===== config.mk =====
export PLATFORM = sky130hd
export DESIGN_NAME = quadrature_accelerated_position_unit
export DESIGN_NICKNAME = d
export VERILOG_FILES = /design/src/rtl/core/qap_pkg.sv /design/src/rtl/core/qap_ctrl.sv /design/src/rtl/core/qap_datapath.sv /design/src/rtl/core/quadrature_accelerated_position_unit.sv
export SDC_FILE = /design/constraint.sdc
export NUM_CORES = 2
export LEC_CHECK = 0
export BUFFER_PORTS_ARGS = -buffer_cell sky130_fd_sc_hd__buf_4
export CAP_MARGIN = 20
export CORE_MARGIN = 4
export CORE_UTILIZATION = 55
export DETAILED_ROUTE_END_ITERATION = 8
export PLACE_DENSITY = 0.75
export SYNTH_ARGS = -nofsm -noshare
export SYNTH_HDL_FRONTEND = slang
export SYNTH_SLANG_ARGS = --single-unit

===== constraint.sdc =====
create_clock -name clk -period 7.5 [get_ports clk]
set_input_delay 0.375 -clock clk [delete_from_list [all_inputs] [get_ports clk]]
set_output_delay 0.375 -clock clk [all_outputs]
set_load 0.005 [all_outputs]

===== src/rtl/core/qap_pkg.sv =====
// Shared types, constants and tables for the quadrature accelerated position unit.
// Depends on nothing; every other file in rtl/core takes names from here by scope.
`timescale 1ns / 1ps
`default_nettype none

package qap_pkg;

    // Field and storage widths
    localparam int POSITION_WIDTH = 32;
    localparam int TIME_WIDTH     = 48;
    localparam int BASE_WIDTH     = 16;
    localparam int ACCEL_WIDTH    = 20;
    localparam int STEP_WIDTH     = 20;
    localparam int PROD_WIDTH     = BASE_WIDTH + ACCEL_WIDTH;
    localparam int ACCEL_FRAC     = 16;
    localparam int LEVEL_WIDTH    = 4;
    localparam int LEVEL_COUNT    = 9;
    localparam int ACC_WIDTH      = 3;
    localparam int CFG_INDEX_WIDTH = 2;

    // Configuration register indexes
    typedef enum logic [CFG_INDEX_WIDTH-1:0] {
        CFG_MIN_POSITION = 2'd0,
        CFG_MAX_POSITION = 2'd1,
        CFG_BASE_STEP    = 2'd2
    } cfg_index_t;

    // Reset values of the configuration registers
    localparam logic signed [POSITION_WIDTH-1:0] MIN_POSITION_RESET = '0;
    localparam logic signed [POSITION_WIDTH-1:0] MAX_POSITION_RESET = POSITION_WIDTH'(100);
    localparam logic [BASE_WIDTH-1:0]            BASE_STEP_RESET    = BASE_WIDTH'(1);

    // Input word: one pin sample
    typedef struct packed {
        logic                  pin_a;
        logic                  pin_b;
        logic [TIME_WIDTH-1:0] sample_us;
    } in_word_t;

    // Output word: one detent result
    typedef struct packed {
        logic                             direction_up;
        logic signed [POSITION_WIDTH-1:0] raw_count;
        logic signed [POSITION_WIDTH-1:0] mapped_position;
        logic                             position_changed;
    } out_word_t;

    // Controller to datapath commands
    typedef struct packed {
        logic load_sample;
        logic decode;
        logic gap;
        logic rate;
        logic mul;
        logic commit;
    } qap_cmd_t;

    // Datapath to controller status
    typedef struct packed {
        logic detent;
        logic out_free;
    } qap_status_t;

    // Q16 acceleration factors: round(1.3^n * 65536) for n below 9, 10.0 for n of 9
    function automatic logic [ACCEL_WIDTH-1:0] accel_q16(input logic [LEVEL_WIDTH-1:0] n);
        logic [ACCEL_WIDTH-1:0] f;
        begin
            case (n)
                4'd0:    f = 20'd65536;
                4'd1:    f = 20'd85197;
                4'd2:    f = 20'd110756;
                4'd3:    f = 20'd143983;
                4'd4:    f = 20'd187177;
                4'd5:    f = 20'd243331;
                4'd6:    f = 20'd316330;
                4'd7:    f = 20'd411229;
                4'd8:    f = 20'd534597;
                default: f = 20'd655360;
            endcase
            return f;
        end
    endfunction

    // Largest gap in us that still reaches speed level k (k from 1): floor(100000 / k)
    function automatic logic [16:0] gap_limit(input logic [LEVEL_WIDTH-1:0] k);
        logic [16:0] g;
        begin
            case (k)
                4'd1:    g = 17'd100000;
                4'd2:    g = 17'd50000;
                4'd3:    g = 17'd33333;
                4'd4:    g = 17'd25000;
                4'd5:    g = 17'd20000;
                4'd6:    g = 17'd16666;
                4'd7:    g = 17'd14285;
                4'd8:    g = 17'd12500;
                default: g = 17'd11111;
            endcase
            return g;
        end
    endfunction

endpackage

`default_nettype wire


===== src/rtl/core/qap_ctrl.sv =====
// Sequencing state machine for the quadrature accelerated position unit.
// Depends on qap_pkg for the command and status structs.
`timescale 1ns / 1ps
`default_nettype none

module qap_ctrl (
    input  wire logic                 clk,
    input  wire logic                 rst_n,
    input  wire logic                 in_valid,
    output logic                      in_ready,
    input  wire qap_pkg::qap_status_t status,
    output qap_pkg::qap_cmd_t         cmd
);

    typedef enum logic [5:0] {
        S_IDLE   = 6'b000001,
        S_DECODE = 6'b000010,
        S_GAP    = 6'b000100,
        S_RATE   = 6'b001000,
        S_MUL    = 6'b010000,
        S_CLAMP  = 6'b100000
    } state_t;

    state_t state_reg;
    state_t state_next;

    // Next state and commands
    always_comb
    begin
        state_next = state_reg;
        cmd        = '0;
        in_ready   = 1'b0;
        unique case (state_reg)
            S_IDLE:
            begin
                in_ready        = 1'b1;
                cmd.load_sample = in_valid;
                if (in_valid)
                    state_next = S_DECODE;
            end
            S_DECODE:
            begin
                cmd.decode = 1'b1;
                state_next = status.detent ? S_GAP : S_IDLE;
            end
            S_GAP:
            begin
                cmd.gap    = 1'b1;
                state_next = S_RATE;
            end
            S_RATE:
            begin
                cmd.rate   = 1'b1;
                state_next = S_MUL;
            end
            S_MUL:
            begin
                cmd.mul    = 1'b1;
                state_next = S_CLAMP;
            end
            S_CLAMP:
            begin
                // hold until the output register can take the word
                if (status.out_free)
                begin
                    cmd.commit = 1'b1;
                    state_next = S_IDLE;
                end
            end
            default:
            begin
                state_next = S_IDLE;
            end
        endcase
    end

    always_ff @(posedge clk or negedge rst_n)
    begin
        if (!rst_n)
            state_reg <= S_IDLE;
        else
            state_reg <= state_next;
    end

endmodule

`default_nettype wire


===== src/rtl/core/qap_datapath.sv =====
// Datapath: Gray decode, detent counting, gap measurement, acceleration and clamp.
// Depends on qap_pkg for widths, word types, tables and the command/status structs.
`timescale 1ns / 1ps
`default_nettype none

module qap_datapath (
    input  wire logic                                   clk,
    input  wire logic                                   rst_n,
    input  wire qap_pkg::qap_cmd_t                      cmd,
    output qap_pkg::qap_status_t                        status,
    input  wire qap_pkg::in_word_t                      in_data,
    input  wire logic                                   cfg_write,
    input  wire logic [qap_pkg::CFG_INDEX_WIDTH-1:0]    cfg_index,
    input  wire logic [qap_pkg::POSITION_WIDTH-1:0]     cfg_data,
    output logic                                        out_valid,
    input  wire logic                                   out_ready,
    output qap_pkg::out_word_t                          out_data
);

    // Configuration
    logic signed [qap_pkg::POSITION_WIDTH-1:0] min_reg;
    logic signed [qap_pkg::POSITION_WIDTH-1:0] max_reg;
    logic [qap_pkg::BASE_WIDTH-1:0]            base_reg;

    // Sample and decoder state
    logic [1:0]                          cur_pins_reg;
    logic [qap_pkg::TIME_WIDTH-1:0]      ts_reg;
    logic [1:0]                          prev_pins_reg;
    logic signed [qap_pkg::ACC_WIDTH-1:0] acc_reg;
    logic signed [qap_pkg::POSITION_WIDTH-1:0] count_reg;
    logic                                dir_reg;
    logic [qap_pkg::TIME_WIDTH-1:0]      last_time_reg;

    // Acceleration pipeline registers
    logic                                gap_ok_reg;
    logic [qap_pkg::TIME_WIDTH-1:0]      dt_reg;
    logic [qap_pkg::LEVEL_WIDTH-1:0]     level_reg;
    logic [qap_pkg::STEP_WIDTH-1:0]      step_reg;

    // Position carries one extra bit: the clamp can land one below the 32-bit range
    logic signed [qap_pkg::POSITION_WIDTH:0] pos_reg;

    // Output register
    logic               out_valid_reg;
    qap_pkg::out_word_t out_word_reg;

    // Combinational
    logic                                    step_up;
    logic                                    step_dn;
    logic signed [qap_pkg::ACC_WIDTH:0]      acc_sum;
    logic                                    detent;
    logic [qap_pkg::LEVEL_COUNT-1:0]         level_hits;
    logic [qap_pkg::PROD_WIDTH-1:0]          product;
    logic signed [qap_pkg::POSITION_WIDTH+2:0] pos_sum;
    logic signed [qap_pkg::POSITION_WIDTH+2:0] hi_ext;
    logic signed [qap_pkg::POSITION_WIDTH+2:0] lo_ext;
    logic signed [qap_pkg::POSITION_WIDTH+2:0] step_ext;
    logic signed [qap_pkg::POSITION_WIDTH+2:0] pos_clamped;
    logic signed [qap_pkg::POSITION_WIDTH:0]   pos_next;

    // Gray step decode: forward 0-1-3-2-0, backward the reverse
    always_comb
    begin
        step_up = 1'b0;
        step_dn = 1'b0;
        case ({prev_pins_reg, cur_pins_reg})
            4'b0001, 4'b0111, 4'b1110, 4'b1000: step_up = 1'b1;
            4'b0100, 4'b1101, 4'b1011, 4'b0010: step_dn = 1'b1;
            default:
            begin
                step_up = 1'b0;
                step_dn = 1'b0;
            end
        endcase
    end

    // Accumulate Gray steps; four of one sign make a detent
    always_comb
    begin
        acc_sum = {acc_reg[qap_pkg::ACC_WIDTH-1], acc_reg};
        if (step_up)
            acc_sum = acc_sum + 4'sd1;
        else if (step_dn)
            acc_sum = acc_sum - 4'sd1;
        detent = (step_up || step_dn) && (acc_sum == 4'sd4 || acc_sum == -4'sd4);
    end

    // Speed level: count the levels whose gap limit the measured gap meets
    always_comb
    begin
        for (int k = 0; k < qap_pkg::LEVEL_COUNT; k++)
        begin
            level_hits[k] = dt_reg <= qap_pkg::TIME_WIDTH'(
                qap_pkg::gap_limit(qap_pkg::LEVEL_WIDTH'(k + 1)));
        end
    end

    assign product = qap_pkg::PROD_WIDTH'(base_reg) *
                     qap_pkg::PROD_WIDTH'(qap_pkg::accel_q16(level_reg));

    // Signed step added to the position, then clamped
    always_comb
    begin
        hi_ext   = (qap_pkg::POSITION_WIDTH+3)'(max_reg);
        lo_ext   = (qap_pkg::POSITION_WIDTH+3)'(min_reg);
        step_ext = (qap_pkg::POSITION_WIDTH+3)'(signed'({1'b0, step_reg}));
        pos_sum  = (qap_pkg::POSITION_WIDTH+3)'(pos_reg);
        if (dir_reg)
            pos_sum = pos_sum + step_ext;
        else
            pos_sum = pos_sum - step_ext;
        if (pos_sum >= hi_ext)
            pos_clamped = hi_ext - 1;
        else if (pos_sum < lo_ext)
            pos_clamped = lo_ext;
        else
            pos_clamped = pos_sum;
        pos_next = pos_clamped[qap_pkg::POSITION_WIDTH:0];
    end

    assign status.detent   = detent;
    assign status.out_free = !out_valid_reg || out_ready;
    assign out_valid       = out_valid_reg;
    assign out_data        = out_word_reg;

    // Configuration registers and position; a write of the lower bound reloads the position
    always_ff @(posedge clk or negedge rst_n)
    begin
        if (!rst_n)
        begin
            min_reg  <= qap_pkg::MIN_POSITION_RESET;
            max_reg  <= qap_pkg::MAX_POSITION_RESET;
            base_reg <= qap_pkg::BASE_STEP_RESET;
            pos_reg  <= (qap_pkg::POSITION_WIDTH+1)'(qap_pkg::MIN_POSITION_RESET);
        end
        else
        begin
            if (cfg_write)
            begin
                case (cfg_index)
                    qap_pkg::CFG_MIN_POSITION:
                    begin
                        min_reg <= cfg_data;
                        pos_reg <= (qap_pkg::POSITION_WIDTH+1)'(signed'(cfg_data));
                    end
                    qap_pkg::CFG_MAX_POSITION: max_reg  <= cfg_data;
                    qap_pkg::CFG_BASE_STEP:    base_reg <= cfg_data[qap_pkg::BASE_WIDTH-1:0];
                    default:                   ;
                endcase
            end
            else if (cmd.commit)
            begin
                pos_reg <= pos_next;
            end
        end
    end

    // Latch the accepted sample
    always_ff @(posedge clk)
    begin
        if (cmd.load_sample)
        begin
            cur_pins_reg <= {in_data.pin_a, in_data.pin_b};
            ts_reg       <= in_data.sample_us;
        end
    end

    // Decoder state, detent count and last detent time
    always_ff @(posedge clk or negedge rst_n)
    begin
        if (!rst_n)
        begin
            prev_pins_reg <= '0;
            acc_reg       <= '0;
            count_reg     <= '0;
            dir_reg       <= 1'b0;
            last_time_reg <= '0;
        end
        else
        begin
            if (cmd.decode)
            begin
                prev_pins_reg <= cur_pins_reg;
                if (detent)
                begin
                    acc_reg <= '0;
                    dir_reg <= step_up;
                    if (step_up)
                        count_reg <= count_reg + qap_pkg::POSITION_WIDTH'(1);
                    else
                        count_reg <= count_reg - qap_pkg::POSITION_WIDTH'(1);
                end
                else if (step_up || step_dn)
                begin
                    acc_reg <= acc_sum[qap_pkg::ACC_WIDTH-1:0];
                end
            end
            if (cmd.gap)
                last_time_reg <= ts_reg;
        end
    end

    // Gap, speed level and step magnitude
    always_ff @(posedge clk)
    begin
        if (cmd.gap)
        begin
            gap_ok_reg <= (last_time_reg != '0) && (ts_reg > last_time_reg);
            dt_reg     <= ts_reg - last_time_reg;
        end
        if (cmd.rate)
            level_reg <= gap_ok_reg ?
                qap_pkg::LEVEL_WIDTH'($countones(level_hits)) : '0;
        if (cmd.mul)
            step_reg <= product[qap_pkg::PROD_WIDTH-1:qap_pkg::ACCEL_FRAC];
    end

    // Output register: load on commit, drop once taken
    always_ff @(posedge clk or negedge rst_n)
    begin
        if (!rst_n)
            out_valid_reg <= 1'b0;
        else if (cmd.commit)
            out_valid_reg <= 1'b1;
        else if (out_ready)
            out_valid_reg <= 1'b0;
    end

    always_ff @(posedge clk)
    begin
        if (cmd.commit)
        begin
            out_word_reg.direction_up     <= dir_reg;
            out_word_reg.raw_count        <= count_reg;
            out_word_reg.mapped_position  <= pos_next[qap_pkg::POSITION_WIDTH-1:0];
            out_word_reg.position_changed <= pos_next != pos_reg;
        end
    end

endmodule

`default_nettype wire


===== src/rtl/core/quadrature_accelerated_position_unit.sv =====
// Top level of the quadrature accelerated position unit: controller plus datapath.
// Depends on qap_pkg, qap_ctrl and qap_datapath.
//
//   channel  signals                          word
//   in       in_valid / in_ready / in_data    qap_pkg::in_word_t (pins, timestamp)
//   out      out_valid / out_ready / out_data qap_pkg::out_word_t (one per detent)
//   cfg      cfg_valid / cfg_ready            cfg_index, cfg_data (always ready)
//
// A sample without a detent is accepted and decoded; a detent sample then goes
// through gap, speed level, multiply and clamp, the sequencer walking the single
// datapath one step a cycle while not stalled, and taking no new sample till idle.
// The clamp step waits while the output register still holds an untaken word.
// Reset is asynchronous, active low; the output register parts the two sides.
`timescale 1ns / 1ps
`default_nettype none

module quadrature_accelerated_position_unit (
    input  wire logic                                clk,
    input  wire logic                                rst_n,
    input  wire logic                                in_valid,
    output logic                                     in_ready,
    input  wire qap_pkg::in_word_t                   in_data,
    output logic                                     out_valid,
    input  wire logic                                out_ready,
    output qap_pkg::out_word_t                       out_data,
    input  wire logic                                cfg_valid,
    output logic                                     cfg_ready,
    input  wire logic [qap_pkg::CFG_INDEX_WIDTH-1:0] cfg_index,
    input  wire logic [qap_pkg::POSITION_WIDTH-1:0]  cfg_data
);

    qap_pkg::qap_cmd_t    cmd;
    qap_pkg::qap_status_t status;

    assign cfg_ready = 1'b1;

    qap_ctrl u_ctrl (
        .clk      (clk),
        .rst_n    (rst_n),
        .in_valid (in_valid),
        .in_ready (in_ready),
        .status   (status),
        .cmd      (cmd)
    );

    qap_datapath u_datapath (
        .clk       (clk),
        .rst_n     (rst_n),
        .cmd       (cmd),
        .status    (status),
        .in_data   (in_data),
        .cfg_write (cfg_valid && cfg_ready),
        .cfg_index (cfg_index),
        .cfg_data  (cfg_data),
        .out_valid (out_valid),
        .out_ready (out_ready),
        .out_data  (out_data)
    );

endmodule

`default_nettype wire


==> metrics.yaml <==
status: "finished clean"
dieHeight_um: 261
synth.most_common_cell: "nand2_1"
grt_overflow: 0
num_rows: 92
synth_warnings: 0
yosysUniqueCellTypes: 89
finalCritPeriodShare: 0.976
synth_nets: 4359
holdPathStages: 3
min_period_ns: 7.32
core_area_um2: 63200
r2r-start: "u_datapath.step_reg[3]$_DFFE_PN_"
endpoint_kind: "flop"
antenna_left: 0
rr_worst_depth: 36
final_cells: 4928
finalSetupViolCount: 0
final_util: 0.648
routed_via_density: 5.82
min_from: "cfg_data[31]"
path_class: "flop to flop"
drt-initial-drc-count: 2327
io_buffers: 156
async_reset_ff_frac: 0.496
antenna_found_initial: 7
grt_usage: 0.292
yosys-top-cells-area: "edfxtp_1, fa_1, dfrtp_1"
cp_slowest_cell: "or3_4"
insertion_delay_ns: 0.60
max_freq_ghz: 0.137
rrSetupSlack_ns: 0.18
syn-cell-area_um2: 35200
cap_viol_max_count: 0
num-nets-final: 4693
yosysTopAreaCellShare: 0.161
drc: 0
hold_viol: 0
hp-class: "primary input to flop"
ir_drop_mv: 0.424
largest_reg_flops: 66
io_pins: 158
synth_top_area_cell: "edfxtp_1"
drt_pass1_iterations: 5
synth-main-ff-cell: "dfrtp_1"
synth_edf_count: 189
grt_pass1_vias: 28600
wire_per_inst_um: 20.0
gp_congestion: 1.05
finClkSkew_ns: 0.0431
slew_violations: 0
min_to: "u_datapath.min_reg[31]$_DFFE_PN0P_"
htreeDepth: 2
syn_area_per_cell_um2: 9.49
cts_made_buffers: 44
routed_wl_um: 98700
power.density_nw_per_um2: 382
cts-root-buf: "clkbuf_16"
totalPowerFinal_mw: 15.6
crit_arrival_ns: 7.65
worst_pin_slew_ns: 1.02
start_util: 0.557
cts.clk_slew.worst_paths_ns: 0.06
cts_num_sinks: 415
yosys-top-cells-count: "nand2_1, inv_1, ha_1"
dpl.hpwl_um: 76300
slowest_delay_ns: 0.46
cp.required_ns: 7.83
syn_to_final_growth_pct: 16.3
yosysSeqAreaShare: 0.319
synthCells: 3711
p_leak_nw: 18.6
grt_max_degree: 119
crit_path_frequent_cell: "buf_4"
die_area_um2: 68100
clock_path_buffers: 3
cts_tree: "built"
num_vias: 28700
placed_cells: 4769
grt_pass1_wl_um: 158000
timing.rr.end: "u_datapath.out_data[0]$_DFFE_PP_"
critPathLaunchType: "flop"
relSlewSlack: 0.316
die_x_um: 261
drive_above_1_share: 0.140
synth.ff_latch_count: 415
crit_fanout: 8
## cells in the final DEF, fill, tap and decap left out, drive strengths merged, types with 24 or more instances in the layout
cell,count
nand2,450
inv,439
buf,372
ha,302
fa,257
a21oi,226
o21ai,208
dfrtp,201
edfxtp,189
nor2,183
and2,126
xnor2,110
xor2,71
a21o,71
dlygate4sd3,62
clkbuf,61
mux2,58
nor3,56
mux2i,50
nand3,50
nand4,44
nor4,42
a31oi,35
o21a,29
a211oi,28
nor2b,25
o211ai,24
## per-layer routing
| metal | track usage | wire (um) | up-vias |
|---|---|---|---|
| met5 | 0 | 61 | - |
| met4 | 0.0789 | 2740 | 10 |
| met3 | 0.0618 | 8400 | 195 |
| met2 | 0.458 | 44600 | 1077 |
| met1 | 0.415 | 42900 | 14000 |
| li1 | - | - | 13400 |
## through the flow
stage                     area, um^2  setup WS [ns]  setup TNS, ns  hold slack [ns]
after floorplan                35200         0.0349              0           0.0794
after global placement         38400         -0.529         -0.910            0.407
after detailed placement       38400         -0.143         -0.143            0.413
after CTS                      40500         0.0126              0         0.000842
after global routing           40900         -0.187         -0.187           0.0207
final                          40900          0.179              0           0.0280
## cells by family after synthesis
family | share of synthesized area
other | 0.000107
multiplexers | 0.0328
buffers and inverters | 0.0629
AO/OA/AOI/OAI | 0.135
flip-flops | 0.319
AND/OR/NAND/NOR | 0.151
adder cells (fa/ha/maj) | 0.253
XOR/XNOR | 0.0457
## worst max-delay path: cells and delay by family (launching register included)
family | cells | cell delay [ns]
simple gates | 12 | 2.12
xor+xnor | 3 | 0.42
compound gates | 11 | 2.30
flops | 1 | 0.40
fa+ha+maj | 2 | 0.59
buf+inv | 8 | 1.22
## final cells by class
| cell class | count | area [um^2] |
|---|---|---|
| fill | 5106 | 22300 |
| inverter | 438 | 1650 |
| clock buffer | 61 | 1190 |
| multi-input combinational | 2712 | 22000 |
| clock inverter | 21 | 256 |
| tap | 846 | 1060 |
| antenna | 1 | 2.50 |
| sequential | 415 | 11200 |
| timing repair buffer | 434 | 3510 |
## where the power goes
group	switching, mW	leakage, nW	internal, mW	total (mW)
Clock	0.956	0.701	1.27	2.22
Combinational	5.84	13.4	4.29	10.1
Sequential	0.448	4.47	2.83	3.28
Total	7.25	18.6	8.40	15.6
## timing repair
item	CTS	global route
setup endpoints to repair	1	28
pin swaps	1	23
resized for setup	5	56
setup buffers	0	11
cloned	0	0
endpoints found under the hold margin	142	0
hold buffers	62	0
## worst max path at each step
| stage | start | to | slack, ns | cells after the start |
|---|---|---|---|---|
| 3_5_place_dp | u_datapath.step_reg[3]$_DFFE_PN_ | u_datapath.out_data[0]$_DFFE_PP_ | -0.14 | 30 |
| 6_report | u_datapath.step_reg[3]$_DFFE_PN_ | u_datapath.out_data[0]$_DFFE_PP_ | 0.18 | 36 |
| 2_1_floorplan | u_datapath.step_reg[2]$_DFFE_PN_ | u_datapath.out_data[0]$_DFFE_PP_ | 0.03 | 31 |
| 5_1_grt | u_datapath.step_reg[3]$_DFFE_PN_ | u_datapath.out_data[0]$_DFFE_PP_ | -0.19 | 36 |
| 4_1_cts | u_datapath.step_reg[3]$_DFFE_PN_ | u_datapath.out_data[0]$_DFFE_PP_ | 0.01 | 32 |
| 3_3_place_gp | u_datapath.step_reg[3]$_DFFE_PN_ | u_datapath.out_data[0]$_DFFE_PP_ | -0.53 | 30 |
Power figures use the tool's default switching activity.
